==> config.mk <==
export PLATFORM = sky130hd
export DESIGN_NAME = capacitor_charge_hysteresis_regulator_unit
export DESIGN_NICKNAME = d
export VERILOG_FILES = /design/src/design/cchr_pkg.sv /design/src/design/cchr_band.sv /design/src/design/capacitor_charge_hysteresis_regulator_unit.sv
export SDC_FILE = /design/constraint.sdc
export NUM_CORES = 2
export LEC_CHECK = 0
export BUFFER_PORTS_ARGS = -buffer_cell sky130_fd_sc_hd__buf_2
export CAP_MARGIN = 20
export CORE_MARGIN = 8
export CORE_UTILIZATION = 53
export CTS_CLUSTER_SIZE = 10
export DETAILED_ROUTE_END_ITERATION = 6
export PLACE_DENSITY = 0.68
export SETUP_SLACK_MARGIN = 0.15
export SLEW_MARGIN = 20
export SYNTH_ARGS = -nofsm -noshare
export SYNTH_HDL_FRONTEND = slang
export SYNTH_SLANG_ARGS = --single-unit
==> constraint.sdc <==
create_clock -name i_clk -period 12.25 [get_ports i_clk]
set_input_delay 3.0625 -clock i_clk [delete_from_list [all_inputs] [get_ports i_clk]]
set_output_delay 3.0625 -clock i_clk [all_outputs]
set_load 0.01 [all_outputs]
==> src/design/cchr_pkg.sv <==
// ----------------------------------------------------------------------------
// cchr_pkg
// Shared types, codes and helpers for the capacitor charge regulator.
// ----------------------------------------------------------------------------
`default_nettype none

package cchr_pkg;

    localparam int TIME_BITS = 32;
    localparam int VOLT_W    = 16;
    localparam int HYST_W    = 10;
    localparam int BAND_W    = VOLT_W + HYST_W;
    localparam int CFG_IDX_W = 3;
    localparam int CFG_W     = 16;
    localparam int OUT_W     = 9;

    localparam logic [TIME_BITS-1:0] TIME_MAX = {TIME_BITS{1'b1}};

    // op codes carried in tuser
    localparam logic [1:0] OP_TICK  = 2'd0;
    localparam logic [1:0] OP_START = 2'd1;
    localparam logic [1:0] OP_PULSE = 2'd2;
    localparam logic [1:0] OP_OFF   = 2'd3;

    // register indexes
    localparam logic [CFG_IDX_W-1:0] REG_SETPOINT  = 3'd0;
    localparam logic [CFG_IDX_W-1:0] REG_HYST      = 3'd1;
    localparam logic [CFG_IDX_W-1:0] REG_TIMEOUT   = 3'd2;
    localparam logic [CFG_IDX_W-1:0] REG_SUPPLY_OFF = 3'd3;
    localparam logic [CFG_IDX_W-1:0] REG_READY_WAIT = 3'd4;

    // external codes on the result
    localparam logic [1:0] DEV_CODE_OFF      = 2'd0;
    localparam logic [1:0] DEV_CODE_CHARGING = 2'd1;
    localparam logic [1:0] DEV_CODE_READY    = 2'd2;
    localparam logic [1:0] DEV_CODE_FAULT    = 2'd3;
    localparam logic [1:0] MODE_CODE_HOLD      = 2'd0;
    localparam logic [1:0] MODE_CODE_DISCHARGE = 2'd1;
    localparam logic [1:0] MODE_CODE_CHARGE    = 2'd2;

    typedef enum logic [3:0] {
        DEV_OFF      = 4'b0001,
        DEV_CHARGING = 4'b0010,
        DEV_READY    = 4'b0100,
        DEV_FAULT    = 4'b1000
    } t_dev_state;

    typedef enum logic [2:0] {
        MODE_HOLD      = 3'b001,
        MODE_DISCHARGE = 3'b010,
        MODE_CHARGE    = 3'b100
    } t_bank_mode;

    // band compare results, D against +/-M
    typedef struct packed {
        logic ge_m;      // D >= M
        logic lt_neg_m;  // D < -M
        logic le_neg_m;  // D <= -M
    } t_band;

    // saturating time + millisecond offset
    function automatic logic [TIME_BITS-1:0] sat_add(input logic [TIME_BITS-1:0] a,
                                                     input logic [CFG_W-1:0] b);
        logic [TIME_BITS:0] sum;
        sum = {1'b0, a} + {{(TIME_BITS + 1 - CFG_W){1'b0}}, b};
        return sum[TIME_BITS] ? TIME_MAX : sum[TIME_BITS-1:0];
    endfunction

endpackage

`default_nettype wire

==> src/design/cchr_band.sv <==
// ----------------------------------------------------------------------------
// cchr_band
// Hysteresis band compare: D = (T - A) * 1000 against M = H * T.
// ----------------------------------------------------------------------------
`default_nettype none

module cchr_band
    import cchr_pkg::*;
(
    input  wire logic [VOLT_W-1:0] i_target,
    input  wire logic [VOLT_W-1:0] i_sample,
    input  wire logic [BAND_W-1:0] i_band,
    output t_band                  o_band
);

    localparam int DIFF_W = VOLT_W + 1;
    localparam int ERR_W  = BAND_W + 2;

    logic signed [DIFF_W-1:0] diff;
    logic signed [ERR_W-1:0]  diff_x;
    logic signed [ERR_W-1:0]  err;
    logic signed [ERR_W-1:0]  m_pos;
    logic signed [ERR_W-1:0]  m_neg;

    assign diff   = $signed({1'b0, i_target}) - $signed({1'b0, i_sample});
    assign diff_x = {{(ERR_W - DIFF_W){diff[DIFF_W-1]}}, diff};
    // x1000 as 1024 - 16 - 8
    assign err    = (diff_x <<< 10) - (diff_x <<< 4) - (diff_x <<< 3);
    assign m_pos  = $signed({2'b00, i_band});
    assign m_neg  = -m_pos;

    assign o_band.ge_m     = (err >= m_pos);
    assign o_band.lt_neg_m = (err <  m_neg);
    assign o_band.le_neg_m = (err <= m_neg);

endmodule

`default_nettype wire

==> src/design/capacitor_charge_hysteresis_regulator_unit.sv <==
// ----------------------------------------------------------------------------
// capacitor_charge_hysteresis_regulator_unit
// Capacitor bank charge regulator with per-mille error hysteresis.
// ----------------------------------------------------------------------------
// Usage:
//  - Slave stream carries one event per transaction: tuser[1:0] is the op
//    (tick with sample, start charge, pulse finished, reset to off) and
//    tdata[15:0] the bank voltage sample, looked at on ticks only.
//  - Master stream returns exactly one result transaction per event, in
//    order, packed in tdata as listed at the port.
//  - Registers are written through i_cfg_we/i_cfg_index/i_cfg_wdata, one
//    per clock, while no event is in flight: a rule the user is bound to,
//    which the block itself does not enforce.
//  - Each event passes the input register, then the result register.
//  - Throughput: one event per cycle while the master takes results, set by
//    the single regulation pass between the input and result registers.
//  - A stalled master holds its result; the input register still takes one
//    more event, then tready drops until the result is taken.
//  - Synchronous active-low reset: device off, discharge switch on, tick
//    count and deadlines zero, setpoint 1, other registers 0.
// ----------------------------------------------------------------------------
`default_nettype none

module capacitor_charge_hysteresis_regulator_unit
    import cchr_pkg::*;
(
    input  wire logic                 i_clk,
    input  wire logic                 i_rst_n,
    // configuration write port
    input  wire logic                 i_cfg_we,
    input  wire logic [CFG_IDX_W-1:0] i_cfg_index,
    input  wire logic [CFG_W-1:0]     i_cfg_wdata,
    // event stream
    input  wire logic                 s_axis_tvalid,
    output logic                      s_axis_tready,
    input  wire logic [15:0]          s_axis_tdata,  // [15:0] measured_voltage
    input  wire logic [1:0]           s_axis_tuser,  // [1:0] op
    // result stream
    output logic                      m_axis_tvalid,
    input  wire logic                 m_axis_tready,
    // [0] supply_enable, [1] discharge_enable, [3:2] device_state,
    // [5:4] charge_mode, [6] voltage_ready, [7] battery_fault,
    // [8] request_rejected, [15:9] zero
    output logic [15:0]               m_axis_tdata
);

    // configuration registers
    logic [VOLT_W-1:0] r_setpoint;
    logic [HYST_W-1:0] r_hyst;
    logic [CFG_W-1:0]  r_timeout;
    logic [CFG_W-1:0]  r_supply_off;
    logic [CFG_W-1:0]  r_ready_wait;

    // input register
    logic              r_in_valid;
    logic [1:0]        r_in_op;
    logic [VOLT_W-1:0] r_in_sample;

    // regulator state
    t_dev_state        r_dev,   n_dev;
    t_bank_mode        r_mode,  n_mode;
    logic              r_ready, n_ready;
    logic              r_sup,   n_sup;
    logic              r_dis,   n_dis;
    logic [VOLT_W-1:0] r_target, n_target;
    logic [BAND_W-1:0] r_band,   n_band;    // H * T, kept alongside T
    logic [TIME_BITS-1:0] r_tick, n_tick;
    logic [TIME_BITS-1:0] r_cdl,  n_cdl;    // charge deadline
    logic [TIME_BITS-1:0] r_sodl, n_sodl;   // supply-off deadline
    logic [TIME_BITS-1:0] r_rdl,  n_rdl;    // ready deadline

    // result register
    logic              r_out_valid;
    logic [OUT_W-1:0]  r_out_data;

    logic              advance;
    logic              fault_now;
    logic              rejected;
    logic [TIME_BITS-1:0] tick_inc;
    logic [1:0]        dev_code;
    logic [1:0]        mode_code;
    t_band             band;

    assign advance       = r_in_valid && (!r_out_valid || m_axis_tready);
    assign s_axis_tready = !r_in_valid || advance;
    assign m_axis_tvalid = r_out_valid;
    assign m_axis_tdata  = {{(16 - OUT_W){1'b0}}, r_out_data};

    cchr_band u_band (
        .i_target (r_target),
        .i_sample (r_in_sample),
        .i_band   (r_band),
        .o_band   (band)
    );

    // ------------------------------------------------------------------
    // configuration
    // ------------------------------------------------------------------
    always_ff @(posedge i_clk) begin
        if (!i_rst_n) begin
            r_setpoint   <= VOLT_W'(1);
            r_hyst       <= '0;
            r_timeout    <= '0;
            r_supply_off <= '0;
            r_ready_wait <= '0;
        end else if (i_cfg_we) begin
            unique case (i_cfg_index)
                REG_SETPOINT:   r_setpoint   <= i_cfg_wdata;
                REG_HYST:       r_hyst       <= i_cfg_wdata[HYST_W-1:0];
                REG_TIMEOUT:    r_timeout    <= i_cfg_wdata;
                REG_SUPPLY_OFF: r_supply_off <= i_cfg_wdata;
                REG_READY_WAIT: r_ready_wait <= i_cfg_wdata;
                default: ;
            endcase
        end
    end

    // ------------------------------------------------------------------
    // input register
    // ------------------------------------------------------------------
    always_ff @(posedge i_clk) begin
        if (!i_rst_n) begin
            r_in_valid <= 1'b0;
        end else if (s_axis_tvalid && s_axis_tready) begin
            r_in_valid <= 1'b1;
        end else if (advance) begin
            r_in_valid <= 1'b0;
        end
    end

    always_ff @(posedge i_clk) begin
        if (s_axis_tvalid && s_axis_tready) begin
            r_in_op     <= s_axis_tuser;
            r_in_sample <= s_axis_tdata;
        end
    end

    // ------------------------------------------------------------------
    // event handling, one pass per transaction
    // ------------------------------------------------------------------
    assign tick_inc = (r_tick != TIME_MAX) ? r_tick + TIME_BITS'(1) : r_tick;

    always_comb begin
        n_dev     = r_dev;
        n_mode    = r_mode;
        n_ready   = r_ready;
        n_sup     = r_sup;
        n_dis     = r_dis;
        n_target  = r_target;
        n_band    = r_band;
        n_tick    = r_tick;
        n_cdl     = r_cdl;
        n_sodl    = r_sodl;
        n_rdl     = r_rdl;
        fault_now = 1'b0;
        rejected  = 1'b0;

        if (advance) begin
            case (r_in_op)
                OP_TICK: begin
                    n_tick = tick_inc;
                    // regulate only once the post-pulse pause is over
                    if ((r_dev == DEV_CHARGING || r_dev == DEV_READY) &&
                        tick_inc > r_sodl) begin
                        unique case (r_mode)
                            MODE_HOLD: begin
                                n_ready = 1'b0;
                                n_sup   = 1'b0;
                                n_dis   = 1'b0;
                                if (band.ge_m) begin
                                    n_cdl  = sat_add(tick_inc, r_timeout);
                                    n_mode = MODE_CHARGE;
                                end else if (band.lt_neg_m) begin
                                    n_mode = MODE_DISCHARGE;
                                end else begin
                                    n_ready = 1'b1;
                                end
                            end
                            MODE_DISCHARGE: begin
                                n_sup = 1'b0;
                                n_dis = 1'b1;
                                if (!band.lt_neg_m) begin
                                    n_mode = MODE_HOLD;
                                end
                            end
                            default: begin
                                n_sup = 1'b1;
                                n_dis = 1'b0;
                                if (band.le_neg_m) begin
                                    n_mode = MODE_HOLD;
                                end
                            end
                        endcase
                    end
                    if (r_dev == DEV_CHARGING) begin
                        if (n_ready && tick_inc > r_rdl) begin
                            n_dev = DEV_READY;
                        end
                        // charge timeout wins over ready
                        if (n_mode == MODE_CHARGE && tick_inc > n_cdl) begin
                            n_sup     = 1'b0;
                            n_dis     = 1'b1;
                            n_dev     = DEV_FAULT;
                            fault_now = 1'b1;
                        end
                    end
                end
                OP_START: begin
                    if (r_dev == DEV_OFF || r_dev == DEV_READY) begin
                        n_target = r_setpoint;
                        n_band   = {{HYST_W{1'b0}}, r_setpoint} *
                                   {{VOLT_W{1'b0}}, r_hyst};
                        n_mode   = MODE_HOLD;
                        n_dev    = DEV_CHARGING;
                    end else if (r_dev == DEV_FAULT) begin
                        rejected = 1'b1;
                    end
                end
                OP_PULSE: begin
                    if (r_dev == DEV_READY) begin
                        n_sodl   = sat_add(r_tick, r_supply_off);
                        n_rdl    = sat_add(r_tick, r_ready_wait);
                        n_target = r_setpoint;
                        n_band   = {{HYST_W{1'b0}}, r_setpoint} *
                                   {{VOLT_W{1'b0}}, r_hyst};
                        n_mode   = MODE_HOLD;
                        n_dev    = DEV_CHARGING;
                    end else begin
                        rejected = 1'b1;
                    end
                end
                default: begin
                    n_sup = 1'b0;
                    n_dis = 1'b1;
                    n_dev = DEV_OFF;
                end
            endcase
        end else if (i_cfg_we && i_cfg_index == REG_HYST) begin
            // keep H * T current when H is written under a latched target and no event advances
            n_band = {{VOLT_W{1'b0}}, i_cfg_wdata[HYST_W-1:0]} *
                     {{HYST_W{1'b0}}, r_target};
        end
    end

    always_ff @(posedge i_clk) begin
        if (!i_rst_n) begin
            r_dev    <= DEV_OFF;
            r_mode   <= MODE_HOLD;
            r_ready  <= 1'b0;
            r_sup    <= 1'b0;
            r_dis    <= 1'b1;
            r_target <= '0;
            r_band   <= '0;
            r_tick   <= '0;
            r_cdl    <= '0;
            r_sodl   <= '0;
            r_rdl    <= '0;
        end else begin
            r_dev    <= n_dev;
            r_mode   <= n_mode;
            r_ready  <= n_ready;
            r_sup    <= n_sup;
            r_dis    <= n_dis;
            r_target <= n_target;
            r_band   <= n_band;
            r_tick   <= n_tick;
            r_cdl    <= n_cdl;
            r_sodl   <= n_sodl;
            r_rdl    <= n_rdl;
        end
    end

    // ------------------------------------------------------------------
    // result register
    // ------------------------------------------------------------------
    always_comb begin
        unique case (n_dev)
            DEV_OFF:      dev_code = DEV_CODE_OFF;
            DEV_CHARGING: dev_code = DEV_CODE_CHARGING;
            DEV_READY:    dev_code = DEV_CODE_READY;
            DEV_FAULT:    dev_code = DEV_CODE_FAULT;
            default:      dev_code = DEV_CODE_OFF;
        endcase
        unique case (n_mode)
            MODE_HOLD:      mode_code = MODE_CODE_HOLD;
            MODE_DISCHARGE: mode_code = MODE_CODE_DISCHARGE;
            MODE_CHARGE:    mode_code = MODE_CODE_CHARGE;
            default:        mode_code = MODE_CODE_HOLD;
        endcase
    end

    always_ff @(posedge i_clk) begin
        if (!i_rst_n) begin
            r_out_valid <= 1'b0;
        end else if (advance) begin
            r_out_valid <= 1'b1;
        end else if (m_axis_tready) begin
            r_out_valid <= 1'b0;
        end
    end

    always_ff @(posedge i_clk) begin
        if (advance) begin
            r_out_data <= {rejected, fault_now, n_ready, mode_code, dev_code,
                           n_dis, n_sup};
        end
    end

    // ------------------------------------------------------------------
    // assertions
    // ------------------------------------------------------------------
    // supply and discharge switch never on together
    a_no_shoot_through: assert property (@(posedge i_clk) disable iff (!i_rst_n)
        !(r_sup && r_dis))
        else $error("supply and discharge both enabled");

    // a timeout fault result always reports the fault state with supply off
    a_fault_state: assert property (@(posedge i_clk) disable iff (!i_rst_n)
        (m_axis_tvalid && m_axis_tdata[7]) |->
            (m_axis_tdata[3:2] == DEV_CODE_FAULT && !m_axis_tdata[0]))
        else $error("fault result without fault state");

    // the tick counter saturates and never wraps back to zero
    a_tick_saturates: assert property (@(posedge i_clk) disable iff (!i_rst_n)
        (r_tick != '0) |=> (r_tick != '0))
        else $error("tick counter wrapped");

    // a rejected request never coincides with a fault being raised
    a_reject_excl: assert property (@(posedge i_clk) disable iff (!i_rst_n)
        advance |-> !(rejected && fault_now))
        else $error("rejection and fault on one transaction");

endmodule

`default_nettype wire
==> results.md <==
* Crit path max fanout at 20
* Max stage delay on crit path at 0.63 ns
* Drt pass-1 iters at 5
* Synth area leader: dfxtp_1
* RSZ-0062 raised after global routing: false
* Reg2Reg Launch Point: r_target[1]
* CTS Buf Count at 37
* Layout cells sized above 1 at 5.23%
* Die area at 65,600 um2
* Max-Cap Viols at 0
* Worst slew pin tran at 0.948 ns
* Final period utilization at 89.7%
* First-pass GRT wire length at 136,000 um
* Flop-to-flop setup slack at 1.27 ns
* Starting DRC count in detailed routing at 1,813
* Chip width at 256 um
* Final setup margin at 1.27 ns
* LEAKAGE at 14.9 nW
* Worst path depth at 44
* Tmin final at 10.98 ns
* CTS root buf: clkbuf_16
* WP data required at 12.56 ns
* Layout Cells excl Fill at 4,473
* Hold Fails Final Rpt at 0
* Port bufs at 52
* Synth Area in Adders at 30.2%
* Setup violators final at 0
* WHS Path Cells at 2
* Hold-fix buffers, CTS at 0
* Nets@finish at 4,326
* Ys flop type: dfxtp_1
* Pre-CTS setup slack at 0.808 ns
* Row cnt at 88
* Synth warn at 0
* CTS max path bufs at 3
* Async SR Flop Fraction at 0%
* Share of the synthesized area in the top cell type at 16.8%
* Fmax at 91.0 MHz
* EDFF count, synth at 27
* Hold WC Path Type: flop to flop
* Peak supply drop at 0.0913 mV
* Cell seen most often among critical-path stages: o21ai_0
* WL/cell at 18.6 um
* Reg clk slew, reported paths at 0.06 ns
* Xor/xnor share of the synthesized area at 6.21%
* Largest net degree at the start of global routing at 83
* Setup Skew at 0.0174 ns
* Reg2Reg Depth at 44
* Drt drc at 0
* Main combinational cell family by area after synthesis: adder cells
* CP bufs+invs at 1
* DP Wirelength at 62,800 um
* Clock Sinks at 283
* Core ar. at 57,400 um2
* Slew Viols, Final at 0
* P per Cell Area at 80.8 nW/um2
* Post-Syn Area per Cell at 8.15 um2
* Setup_tns at 0 ns
* Rel. slew slack at 36.6%
* Crit-path leading delay family: compound AO/OA/AOI/OAI gates
* Die Height at 256 um
* Min Hold Slack at 0.451 ns
* Gpl congestion at 0.903
* Compound-cell area share of the yosys netlist at 16.6%
* Via density at 5.78
* All-Layer GR Usage at 25.1%
* Worst-Skew Late Latency at 0.56 ns
* Initial antenna violation count at 2
* Hold EP: r_cdl[7]
* Detail Route Antenna Nets at 0
* Crit start category: flop
* Post-synthesis mux area share at 0.348%
* Outcome: finished clean
* Hold Startpoint: r_cdl[7]
* CTS tree: built
* Detailed Route WL at 83,200 um
* Seq/Total Area, Yosys at 19.4%
* Largest cells by area after synthesis: dfxtp_1 17%, fa_1 15%, ha_1 15%
* Post-Synthesis Cells at 3,747
* Commonest cells in the netlist: 590 x nand2_1, 378 x inv_1, 366 x ha_1
* Most numerous cell in the Yosys netlist: nand2_1
* P&R area growth vs syn at 6.22%
* CP max-delay cell: o311ai_1
* Simple-gate share of the synthesized area at 20.0%
* Vias at 25,900
* Distinct cells, synth at 103
* I/O pins at 60
* Worst path arrival time at 11.29 ns
* WS Path Type: flop to flop
* Synth Register Bits at 283
* Initial Utilization at 53.3%
* Htree depth at 2
* Area of the mapped netlist at 30,600 um2
* Total grt overflow at 0
* Dpl cells at 4,411
* Worst reg2reg endpoint: r_out_data[3]
* CP Capture Type: flop
* # fillers at 5,381
* Vias in the first global route at 25,300
stage by stage:
stage               cell area [um2]  power (W)  util [%]
global placement              31300    0.00159      54.5
floorplan                     30600    0.00145         -
global route                  32400    0.00276      56.6
detailed placement            31300    0.00159      54.5
CTS                           32400    0.00264      56.5
finish                        32500    0.00262      56.6
worst max path at each step:
| stage | startpoint | endpoint |
|---|---|---|
| after floorplan | r_in_sample[1] | r_out_data[3] |
| after global placement | r_target[1] | r_out_data[3] |
| after detailed placement | r_target[1] | r_out_data[3] |
| after CTS | r_target[1] | r_out_data[3] |
| after global routing | r_target[1] | r_out_data[3] |
| final | r_target[1] | r_out_data[3] |
area by class of cell:
class                   instances  area [um2]  area share, %
diodes                          1        2.50        0.00771
clock buffers                  53        1060           3.26
clock inverters                 7        63.8          0.197
inverters                     380        1430           4.41
multi-input cells            2900       22500           69.3
flip-flops and latches        283        5940           18.3
well taps                     765         957           2.95
repair buffers                 84         520           1.60
timing repair:
item	CTS	global route
buffers inserted	0	0
setup endpoints to repair	0	1
hold endpoints to repair	0	0
resized for setup	0	1
registers in the layout, summed over array words and instances (netlist names):
signal / count
m_axis_tvalid: 1
r_band: 26
r_cdl: 32
r_dev: 4
r_dis: 1
r_hyst: 10
r_in_op: 2
r_in_sample: 16
r_in_valid: 1
r_mode: 3
r_out_data: 9
r_rdl: 32
r_ready: 1
r_ready_wait: 16
r_setpoint: 16
r_sodl: 32
r_sup: 1
r_supply_off: 16
r_target: 16
r_tick: 32
r_timeout: 16
cells by family after synthesis:
group                    count (synthesis)
AO/OA/AOI/OAI                          781
XOR/XNOR                               214
adder cells (fa/ha/maj)                599
buffers and inverters                  570
flip-flops                             283
multiplexers                            10
other                                    1
AND/OR/NAND/NOR                       1289
power breakdown:
group / leakage (nW) / total, W / switching (W) / internal, W
Sequential: 2.33 / 0.000980 / 0.0000273 / 0.000953
Clock: 0.549 / 0.00104 / 0.000437 / 0.000601
Combinational: 12.0 / 0.000602 / 0.000359 / 0.000243
placed cells by master (no fill, tap or decap), drive strengths merged, types with 8 or more instances in the layout:
cell	synthesis	final
nand2	593	593
inv	379	380
ha	366	366
a21oi	262	262
dfxtp	256	256
fa	232	232
nor2	187	187
o21ai	165	165
and2	149	149
xnor2	131	131
nand3	97	97
buf	27	84
xor2	83	83
a21o	61	61
a221oi	61	61
nor3	59	59
clkbuf	163	53
nand4	41	41
a211oi	36	36
nand2b	35	35
o21a	29	29
edfxtp	27	27
nor2b	24	24
and3	24	24
or3	24	24
o21bai	23	23
a31oi	23	23
nor4	15	15
a2111oi	13	13
a311oi	11	11
o31ai	11	11
o211ai	11	11
o2111ai	10	10
or2	9	9
o22ai	8	8
routing by layer:
metal | GRT usage [%] | share of wire [%] | up-vias
met5 | 0 | 0 | -
met3 | 3.36 | 5.4 | 131
met4 | 7.09 | 2.5 | 0
met1 | 34.7 | 47 | 12600
met2 | 40.7 | 46 | 585
li1 | - | - | 12600
tightest hold or removal path, delay by kind of cell, from the launching register on:
family,cells,cell delay [ns]
DFF,1,0.31
and+or+nand+nor,1,0.05
AOI/OAI and AO/OA,1,0.05
Note: power is estimated with default switching activity, not from simulation.
